`config.mk`:
```
export PLATFORM = sky130hd
export DESIGN_NAME = arp_responder_with_cache
export DESIGN_NICKNAME = d
export VERILOG_FILES = /design/src/rtl/core/arp_pkg.sv /design/src/rtl/core/arp_cell.sv /design/src/rtl/core/arp_responder_with_cache.sv
export SDC_FILE = /design/constraint.sdc
export NUM_CORES = 2
export LEC_CHECK = 0
export BUFFER_PORTS_ARGS = -buffer_cell sky130_fd_sc_hd__buf_4
export CAP_MARGIN = 20
export CORE_MARGIN = 3
export CORE_UTILIZATION = 54
export DETAILED_ROUTE_END_ITERATION = 8
export PLACE_DENSITY = 0.72
export SYNTH_ARGS = -nofsm -noshare
export SYNTH_HDL_FRONTEND = slang
export SYNTH_SLANG_ARGS = --single-unit
```
`constraint.sdc`:
```
create_clock -name clk -period 43.3 [get_ports clk]
set_clock_uncertainty 0.05 [all_clocks]
set_input_delay 8.66 -clock clk [delete_from_list [all_inputs] [get_ports clk]]
set_output_delay 8.66 -clock clk [all_outputs]
set_load 0.1 [all_outputs]
```
`src/rtl/core/arp_pkg.sv`:
```
// Shared types and constants for the ARP responder with address cache.
package arp_pkg;

  localparam int CACHE_ENTRIES_DEF = 16;

  // Item operation codes
  localparam logic [1:0] OP_RX      = 2'd0;
  localparam logic [1:0] OP_LOOKUP  = 2'd1;
  localparam logic [1:0] OP_REQUEST = 2'd2;

  // Result kinds
  localparam logic [1:0] KIND_NONE  = 2'd0;
  localparam logic [1:0] KIND_FRAME = 2'd1;
  localparam logic [1:0] KIND_HIT   = 2'd2;
  localparam logic [1:0] KIND_MISS  = 2'd3;

  // ARP header constants
  localparam logic [15:0] HTYPE_ETH  = 16'h0001;
  localparam logic [15:0] PTYPE_IP4  = 16'h0800;
  localparam logic [15:0] OPER_REQ   = 16'd1;
  localparam logic [15:0] MIN_LEN    = 16'd28;
  localparam logic [1:0]  TX_OPER_REQ = 2'd1;
  localparam logic [1:0]  TX_OPER_REP = 2'd2;
  localparam logic [47:0] BCAST_MAC  = 48'hFFFF_FFFF_FFFF;

  // Configuration register indexes
  localparam int          CFG_IDX_W     = 2;
  localparam logic [1:0]  CFG_LOCAL_IP  = 2'd0;
  localparam logic [1:0]  CFG_LOCAL_MAC = 2'd1;

  typedef struct packed {
    logic [1:0]  op;
    logic [15:0] payload_len;
    logic [15:0] hw_type;
    logic [15:0] proto_type;
    logic [15:0] arp_oper;
    logic [47:0] sender_mac;
    logic [31:0] sender_ip;
    logic [31:0] target_ip;
    logic [31:0] query_ip;
  } in_t;

  typedef struct packed {
    logic [1:0]  result_kind;
    logic [47:0] tx_dst_mac;
    logic [1:0]  tx_oper;
    logic [47:0] tx_sender_mac;
    logic [31:0] tx_sender_ip;
    logic [47:0] tx_target_mac;
    logic [31:0] tx_target_ip;
    logic [47:0] found_mac;
  } out_t;

  // Search token walking down the cell row
  typedef struct packed {
    logic        valid;
    logic        hit;   // a match was seen upstream
    logic        free;  // a free slot was seen upstream
    logic [47:0] mac;   // MAC of the first match
  } token_t;

  // Cache write command broadcast to every cell
  typedef struct packed {
    logic        we;
    logic        use_hit;
    logic        use_free;
    logic [31:0] ip;
    logic [47:0] mac;
  } wr_t;

endpackage

```
`src/rtl/core/arp_cell.sv`:
```
// One cache slot: holds an entry, checks the passing token, takes writes.
module arp_cell #(
  parameter bit FIRST = 1'b0
) (
  input  logic             clk,
  input  logic             rst,
  input  logic [31:0]      key,
  input  arp_pkg::token_t  tok_in,
  output arp_pkg::token_t  tok_out,
  input  arp_pkg::wr_t     wr
);

  logic        entry_valid;
  logic [31:0] entry_ip;
  logic [47:0] entry_mac;
  logic        sel_hit;
  logic        sel_free;
  logic        match;
  logic        write_sel;
  arp_pkg::token_t tok_next;

  assign match = entry_valid && (entry_ip == key);

  // first match / first free seen by this token lands here
  always_comb begin
    tok_next       = tok_in;
    tok_next.hit   = tok_in.hit || match;
    tok_next.free  = tok_in.free || !entry_valid;
    if (!tok_in.hit && match) begin
      tok_next.mac = entry_mac;
    end
  end

  // slot 0 takes the write when nothing matched and nothing is free
  assign write_sel = wr.we && (wr.use_hit  ? sel_hit  :
                               wr.use_free ? sel_free : FIRST);

  always_ff @(posedge clk) begin
    if (rst) begin
      entry_valid <= 1'b0;
      tok_out     <= '0;
    end else begin
      tok_out <= tok_in.valid ? tok_next : '0;
      if (write_sel) begin
        entry_valid <= 1'b1;
      end
    end
  end

  always_ff @(posedge clk) begin
    if (tok_in.valid) begin
      sel_hit  <= !tok_in.hit && match;
      sel_free <= !tok_in.free && !entry_valid;
    end
    if (write_sel) begin
      entry_ip  <= wr.ip;
      entry_mac <= wr.mac;
    end
  end

endmodule

```
`src/rtl/core/arp_responder_with_cache.sv`:
```
// Top level: ARP responder with a learned IP/MAC cache built as a row of cells.
// Result path: send-request, unused-op and dropped-frame items give their result
//   in the cycle after acceptance; for received frames and lookups the token is
//   registered at injection, then in each cache cell, then the result word.
// Flow: busy holds off new items for the whole of a search; other items do not.
// Reset: synchronous, clears all entry valid bits at once; no clearing pass.
// Each new result is flagged by done, high for one cycle; the receiver cannot stall.
module arp_responder_with_cache #(
  parameter int CACHE_ENTRIES = arp_pkg::CACHE_ENTRIES_DEF
) (
  input  logic                          clk,
  input  logic                          rst,
  // item channel
  input  logic                          start,
  output logic                          busy,
  input  arp_pkg::in_t                  item,
  // result channel
  output logic                          done,
  output arp_pkg::out_t                 result,
  // configuration write channel
  input  logic                          cfg_valid,
  output logic                          cfg_ready,
  input  logic [arp_pkg::CFG_IDX_W-1:0] cfg_index,
  input  logic [47:0]                   cfg_data
);

  typedef enum logic {
    IDLE,
    SEARCH
  } state_t;

  state_t          state;
  arp_pkg::in_t    cur;        // item under search
  arp_pkg::token_t tok0;       // token injected into cell 0
  arp_pkg::token_t tok0_next;
  logic            done_next;
  logic [31:0]     own_ip;
  logic [47:0]     own_mac;

  arp_pkg::token_t tok [CACHE_ENTRIES+1];
  arp_pkg::token_t tok_last;
  logic [CACHE_ENTRIES-1:0] tok_vld;
  arp_pkg::wr_t    wr;

  logic          accept;
  logic          rx_ok;
  logic          needs_search;
  logic          search_key_rx;
  logic [31:0]   key;
  arp_pkg::out_t req_frame;
  arp_pkg::out_t end_res;

  assign busy      = (state == SEARCH);
  assign accept    = start && !busy;
  assign cfg_ready = 1'b1;

  // Frame sanity: length, hardware type and protocol type
  assign rx_ok = (item.payload_len >= arp_pkg::MIN_LEN) &&
                 (item.hw_type == arp_pkg::HTYPE_ETH) &&
                 (item.proto_type == arp_pkg::PTYPE_IP4);

  assign needs_search = ((item.op == arp_pkg::OP_RX) && rx_ok) ||
                        (item.op == arp_pkg::OP_LOOKUP);

  // Received frames search on the sender IP (learning), lookups on query_ip
  assign search_key_rx = (cur.op == arp_pkg::OP_RX);
  assign key           = search_key_rx ? cur.sender_ip : cur.query_ip;

  // ---------------------------------------------------------------------------
  // Cell row: token enters at cell 0 and moves one cell per cycle
  // ---------------------------------------------------------------------------
  assign tok[0]   = tok0;
  assign tok_last = tok[CACHE_ENTRIES];

  for (genvar i = 0; i < CACHE_ENTRIES; i++) begin : g_cell
    arp_cell #(
      .FIRST (i == 0)
    ) u_cell (
      .clk     (clk),
      .rst     (rst),
      .key     (key),
      .tok_in  (tok[i]),
      .tok_out (tok[i+1]),
      .wr      (wr)
    );
    assign tok_vld[i] = tok[i+1].valid;
  end

  // Learn the sender pair when the token leaves the last cell.
  // Existing entry wins, else first free slot, else slot 0.
  always_comb begin
    wr.we       = (state == SEARCH) && tok_last.valid && search_key_rx;
    wr.use_hit  = tok_last.hit;
    wr.use_free = tok_last.free;
    wr.ip       = cur.sender_ip;
    wr.mac      = cur.sender_mac;
  end

  // Broadcast who-has frame for a send-request item
  always_comb begin
    req_frame               = '0;
    req_frame.result_kind   = arp_pkg::KIND_FRAME;
    req_frame.tx_dst_mac    = arp_pkg::BCAST_MAC;
    req_frame.tx_oper       = arp_pkg::TX_OPER_REQ;
    req_frame.tx_sender_mac = own_mac;
    req_frame.tx_sender_ip  = own_ip;
    req_frame.tx_target_ip  = item.query_ip;
  end

  // Result at the end of a search: lookup hit/miss, reply to a request for own IP, else none
  always_comb begin
    end_res = '0;
    if (cur.op == arp_pkg::OP_LOOKUP) begin
      if (tok_last.hit) begin
        end_res.result_kind = arp_pkg::KIND_HIT;
        end_res.found_mac   = tok_last.mac;
      end else begin
        end_res.result_kind = arp_pkg::KIND_MISS;
      end
    end else if ((cur.arp_oper == arp_pkg::OPER_REQ) && (cur.target_ip == own_ip)) begin
      end_res.result_kind   = arp_pkg::KIND_FRAME;
      end_res.tx_dst_mac    = cur.sender_mac;
      end_res.tx_oper       = arp_pkg::TX_OPER_REP;
      end_res.tx_sender_mac = own_mac;
      end_res.tx_sender_ip  = own_ip;
      end_res.tx_target_mac = cur.sender_mac;
      end_res.tx_target_ip  = cur.sender_ip;
    end
  end

  // Token launch and result strobe for the coming cycle
  always_comb begin
    tok0_next       = '0;
    tok0_next.valid = (state == IDLE) && accept && needs_search;
  end

  assign done_next = ((state == IDLE) && accept && !needs_search) ||
                     ((state == SEARCH) && tok_last.valid);

  // ---------------------------------------------------------------------------
  // Control: state, token injection and the registered result word
  // ---------------------------------------------------------------------------
  always_ff @(posedge clk) begin
    if (rst) begin
      state <= IDLE;
      done  <= 1'b0;
      tok0  <= '0;
    end else begin
      done <= done_next;
      tok0 <= tok0_next;
      case (state)
        IDLE: begin
          if (accept) begin
            if (needs_search) begin
              state <= SEARCH;
            end else begin
              // send request, dropped frame or unused op: answer at once
              result <= (item.op == arp_pkg::OP_REQUEST) ? req_frame : '0;
            end
          end
        end
        SEARCH: begin
          if (tok_last.valid) begin
            result <= end_res;
            state  <= IDLE;
          end
        end
        default: state <= IDLE;
      endcase
    end
  end

  // item fields stay put for the whole search
  always_ff @(posedge clk) begin
    if (accept) begin
      cur <= item;
    end
  end

  // Configuration registers; unknown indexes are ignored
  always_ff @(posedge clk) begin
    if (rst) begin
      own_ip  <= '0;
      own_mac <= '0;
    end else if (cfg_valid && cfg_ready) begin
      case (cfg_index)
        arp_pkg::CFG_LOCAL_IP:  own_ip  <= cfg_data[31:0];
        arp_pkg::CFG_LOCAL_MAC: own_mac <= cfg_data;
        default: ;
      endcase
    end
  end

  // ---------------------------------------------------------------------------
  // Assertions
  // ---------------------------------------------------------------------------
  a_one_token: assert property (@(posedge clk) disable iff (rst)
    $onehot0({tok0.valid, tok_vld}))
    else $error("more than one search token in the cell row");

  a_token_in_search: assert property (@(posedge clk) disable iff (rst)
    tok_last.valid |-> (state == SEARCH))
    else $error("token left the row outside a search");

  a_write_ends: assert property (@(posedge clk) disable iff (rst)
    wr.we |=> (!busy && done))
    else $error("cache write not followed by result and idle");

  a_search_starts: assert property (@(posedge clk) disable iff (rst)
    (accept && needs_search) |=> (busy && tok0.valid && !done))
    else $error("search item did not start a search");

  a_quick_result: assert property (@(posedge clk) disable iff (rst)
    (accept && !needs_search) |=> (done && !busy))
    else $error("immediate item gave no result next cycle");

endmodule
```
==> impl_results.md <==
* # setup viols final at 0
* Final core occ at 63.2%
* Share of layout cells above drive strength 1 at ~15%
* WL per Instance at approximately 27 um
* Syn Inst Count at 7,594
* Max VDD drop at ~0.000035 V
* Worst Tran Pin Value at about 1.3 ns
* Worst setup margin at 31.32 ns
* Syn nets at around 8k
* Synth top area share at between 50% and 60%
* Initial antenna violation count at 26
* Total track usage at between 20% and 30%
* Fin Setup TNS at 0 ns
* Final Max Slew Viols at 0
* Global route overflow at 0
* Yosys reg bits at 2,649
* Vias in the first global route at between 50k and 60k
* Worst Path Required at 43.78 ns
* # nets final at around 8.4k
* Root buf cell: clkbuf_16
* Crit end category: flip-flop
* Die Wd at about 440 um
* Final wirelength at about 290 mm
* Area Growth Syn to Fin at 15.7%
* Tot Pwr at approximately 5400 uW
* Relative slew slack at a little over an eighth
* Total leakage power at between 0.04 and 0.05 uW
* # DRC at 0
* Worst path bufs/invs at 4
* Post-CTS setup buffers at 0
* Final Hold Fails at 0
* FMAX at around 83 MHz
* Avg Cell Area, Syn at between 10 and 15 um^2
* Post-Syn Area at 100,000 um^2
* Crit path largest cell delay at ~0.87 ns
* Synthesis Warnings at 0
* Max-Cap Viols at 0
* Largest delay share family, worst path: buffers and inverters
* RSZ-0062 raised after global routing: no
* DRT Pass-1 Iters at 9
* Crit-path most repeated cell: buf_4
* Die area at approximately 190,000 um^2
* Synth unique cells at 87
* Pre-CTS setup slack at 30.39 ns
* Hold buffer count at cts at 0
* Placed insts at ~10k
* Worst skew pair latency at 0.92 ns
* Vias per cell at between 5 and 6
* IO Pins at approximately 530
* Pwr dens at 46.4 nW/um^2
* First-pass GRT wire length at between 400 and 500 mm
* Slowest-stage cell, CP: buf_4
* Crit path launch type: input pin
* Placed wire-length estimate at 185 mm
* Fin crit share at between 20% and 30%
* Async set-reset flop share out of synthesis at 0%
* Largest net degree at the start of global routing at about 110
* Final min period at approximately 12 ns
* Post-DRT Antenna Nets at 0
* CTS max path bufs at 4
* Yosys top cell by area: edfxtp_1
* Crit path DAT at ~12 ns
* Worst-path clk slew at ~0.060 ns
* Top area cells in the synthesized netlist: edfxtp_1, dfxtp_1, mux2i_1
* Seq/Total Area, Yosys at ~70%
* H-tree levels at 5
* Initial core utilization at 54.6%
* HP Class: flip-flop to flip-flop
* Rows at approximately 160
* CP Cell Sequence: buf_4 -> and3_1 -> nor4_1 -> a311oi_1 -> o21bai_1 -> a22oi_1 -> nor2_4 -> buf_4 -> buf_4 -> buf_4
* Port Buf Inserts at approximately 520
* CP max FO at 80
* Via count at between 60k and 70k
* Num CTS Buffers at 285
* Die Ht at roughly 440 um
* CTS resizes at 0
* CTS tree: done
* RePlAce Congestion at around 1
* Iteration-0 DRC count of the detailed router at about 7.3k
* Main synth FF type: edfxtp_1
* Run status: finished, final reports clean
* FILL cells at between 10k and 15k
* Crit path kind: input pin to flip-flop
* Core area at 184,000 um^2
* CTS Sinks at 2,649
* Post-Layout Cell Count at between 10k and 15k
* Post-synth EDFFs at 1,734
[through the flow]
stage	hold WS [ns]	cell area, um^2
2_1_floorplan	0.370	100000
3_3_place_gp	0.372	107000
3_5_place_dp	0.375	107000
4_1_cts	0.366	116000
5_1_grt	0.390	116000
6_report	0.372	116000
[worst min-delay path, cell delays in order, from the launching register on]
cell and delay [ns]:
dfxtp_1 0.29, nand2_1 0.04, mux2i_1 0.05
[power breakdown]
group / switching, uW / leakage (uW) / internal [uW]
Sequential: 29.4 / 0.0231 / 2720
Combinational: 253 / 0.0128 / 79.7
Clock: 945 / 0.00436 / 1370
[cell usage in the layout (no fill, tap or decap), types with 40 or more instances in the layout]
cell,Yosys,final
edfxtp_1,1734,1734
nand2_1,1552,1552
dfxtp_1,915,915
mux2i_1,725,724
buf_4,23,700
clkbuf_16,0,294
xnor2_1,245,245
and2_1,251,244
a21oi_1,166,166
xor2_1,161,161
nor2_1,172,156
inv_1,139,139
o21ai_0,77,77
nor4_1,77,76
o22ai_1,70,70
clkbuf_1,287,67
or2_2,53,53
clkinv_2,0,50
a22o_1,49,49
nor2b_1,60,48
nand4_1,47,47
nor3_1,46,46
nand2b_1,45,44
a221oi_1,41,40
[metal layers]
layer | wire length [um] | vias up | GRT usage (%) | part of all wire (%)
met1 | 119000 | 30600 | 41.4 | 41
met2 | 123000 | 3253 | 43.1 | 43
met5 | 39 | - | 0 | 0.014
met4 | 15000 | 6 | 13.7 | 5.2
li1 | - | 28100 | - | -
met3 | 31300 | 728 | 7.50 | 11
[path summary, 6_finish.rpt]
path                          startpoint  slack, ns                       endpoint  depth (start not counted)
max                            item[195]      31.32                    result[109]                         10
min          g_cell[2].u_cell.tok_out[0]       0.37    g_cell[3].u_cell.tok_out[0]                          2
max reg2reg                     cur[209]      37.19  g_cell[14].u_cell.tok_out[36]                         12
min reg2reg  g_cell[2].u_cell.tok_out[0]       0.37    g_cell[3].u_cell.tok_out[0]                          2
[cell families after synthesis]
| logic type | count (synthesis) | synth area share [%] |
|---|---|---|
| XOR/XNOR | 406 | 3.54 |
| AO/OA/AOI/OAI | 739 | 5.27 |
| flip-flops | 2649 | 70.1 |
| other | 1 | 0.00373 |
| buffers and inverters | 592 | 2.53 |
| multiplexers | 731 | 7.32 |
| AND/OR/NAND/NOR | 2476 | 11.3 |
[area by class of cell]
| cell class | count | area (um^2) | share of cell area [%] |
|---|---|---|---|
| Antenna cell | 7 | 17.5 | 0.0151 |
| Clock buffer | 387 | 7970 | 6.85 |
| Clock inverter | 105 | 912 | 0.785 |
| Inverter | 150 | 566 | 0.487 |
| Multi-Input combinational cell | 4353 | 27900 | 24.0 |
| Sequential cell | 2649 | 70400 | 60.6 |
| Tap cell | 2464 | 3080 | 2.65 |
| Timing Repair Buffer | 708 | 5420 | 4.66 |
[Yosys cell counts (all sizes together) (70+ instances only)]
| cell | n |
|---|---|
| edfxtp | 1734 |
| nand2 | 1552 |
| dfxtp | 915 |
| mux2i | 731 |
| clkbuf | 288 |
| and2 | 251 |
| xnor2 | 245 |
| nor2 | 174 |
| a21oi | 166 |
| xor2 | 161 |
| buf | 154 |
| inv | 143 |
| nor4 | 82 |
| o21ai | 79 |
| o22ai | 70 |
[state kept, by name (all words and copies together) (netlist names)]
| signal | flops |
|---|---|
| own_ip | 32 |
| done | 1 |
| g_cell.u_cell.sel_hit | 16 |
| g_cell.u_cell.entry_mac | 768 |
| g_cell.u_cell.entry_valid | 16 |
| busy | 1 |
| g_cell.u_cell.sel_free | 16 |
| result | 260 |
| cur | 162 |
| g_cell.u_cell.entry_ip | 512 |
| g_cell.u_cell.tok_out | 816 |
| tok | 1 |
| own_mac | 48 |
No activity file was read; power rests on OpenSTA's default activity.
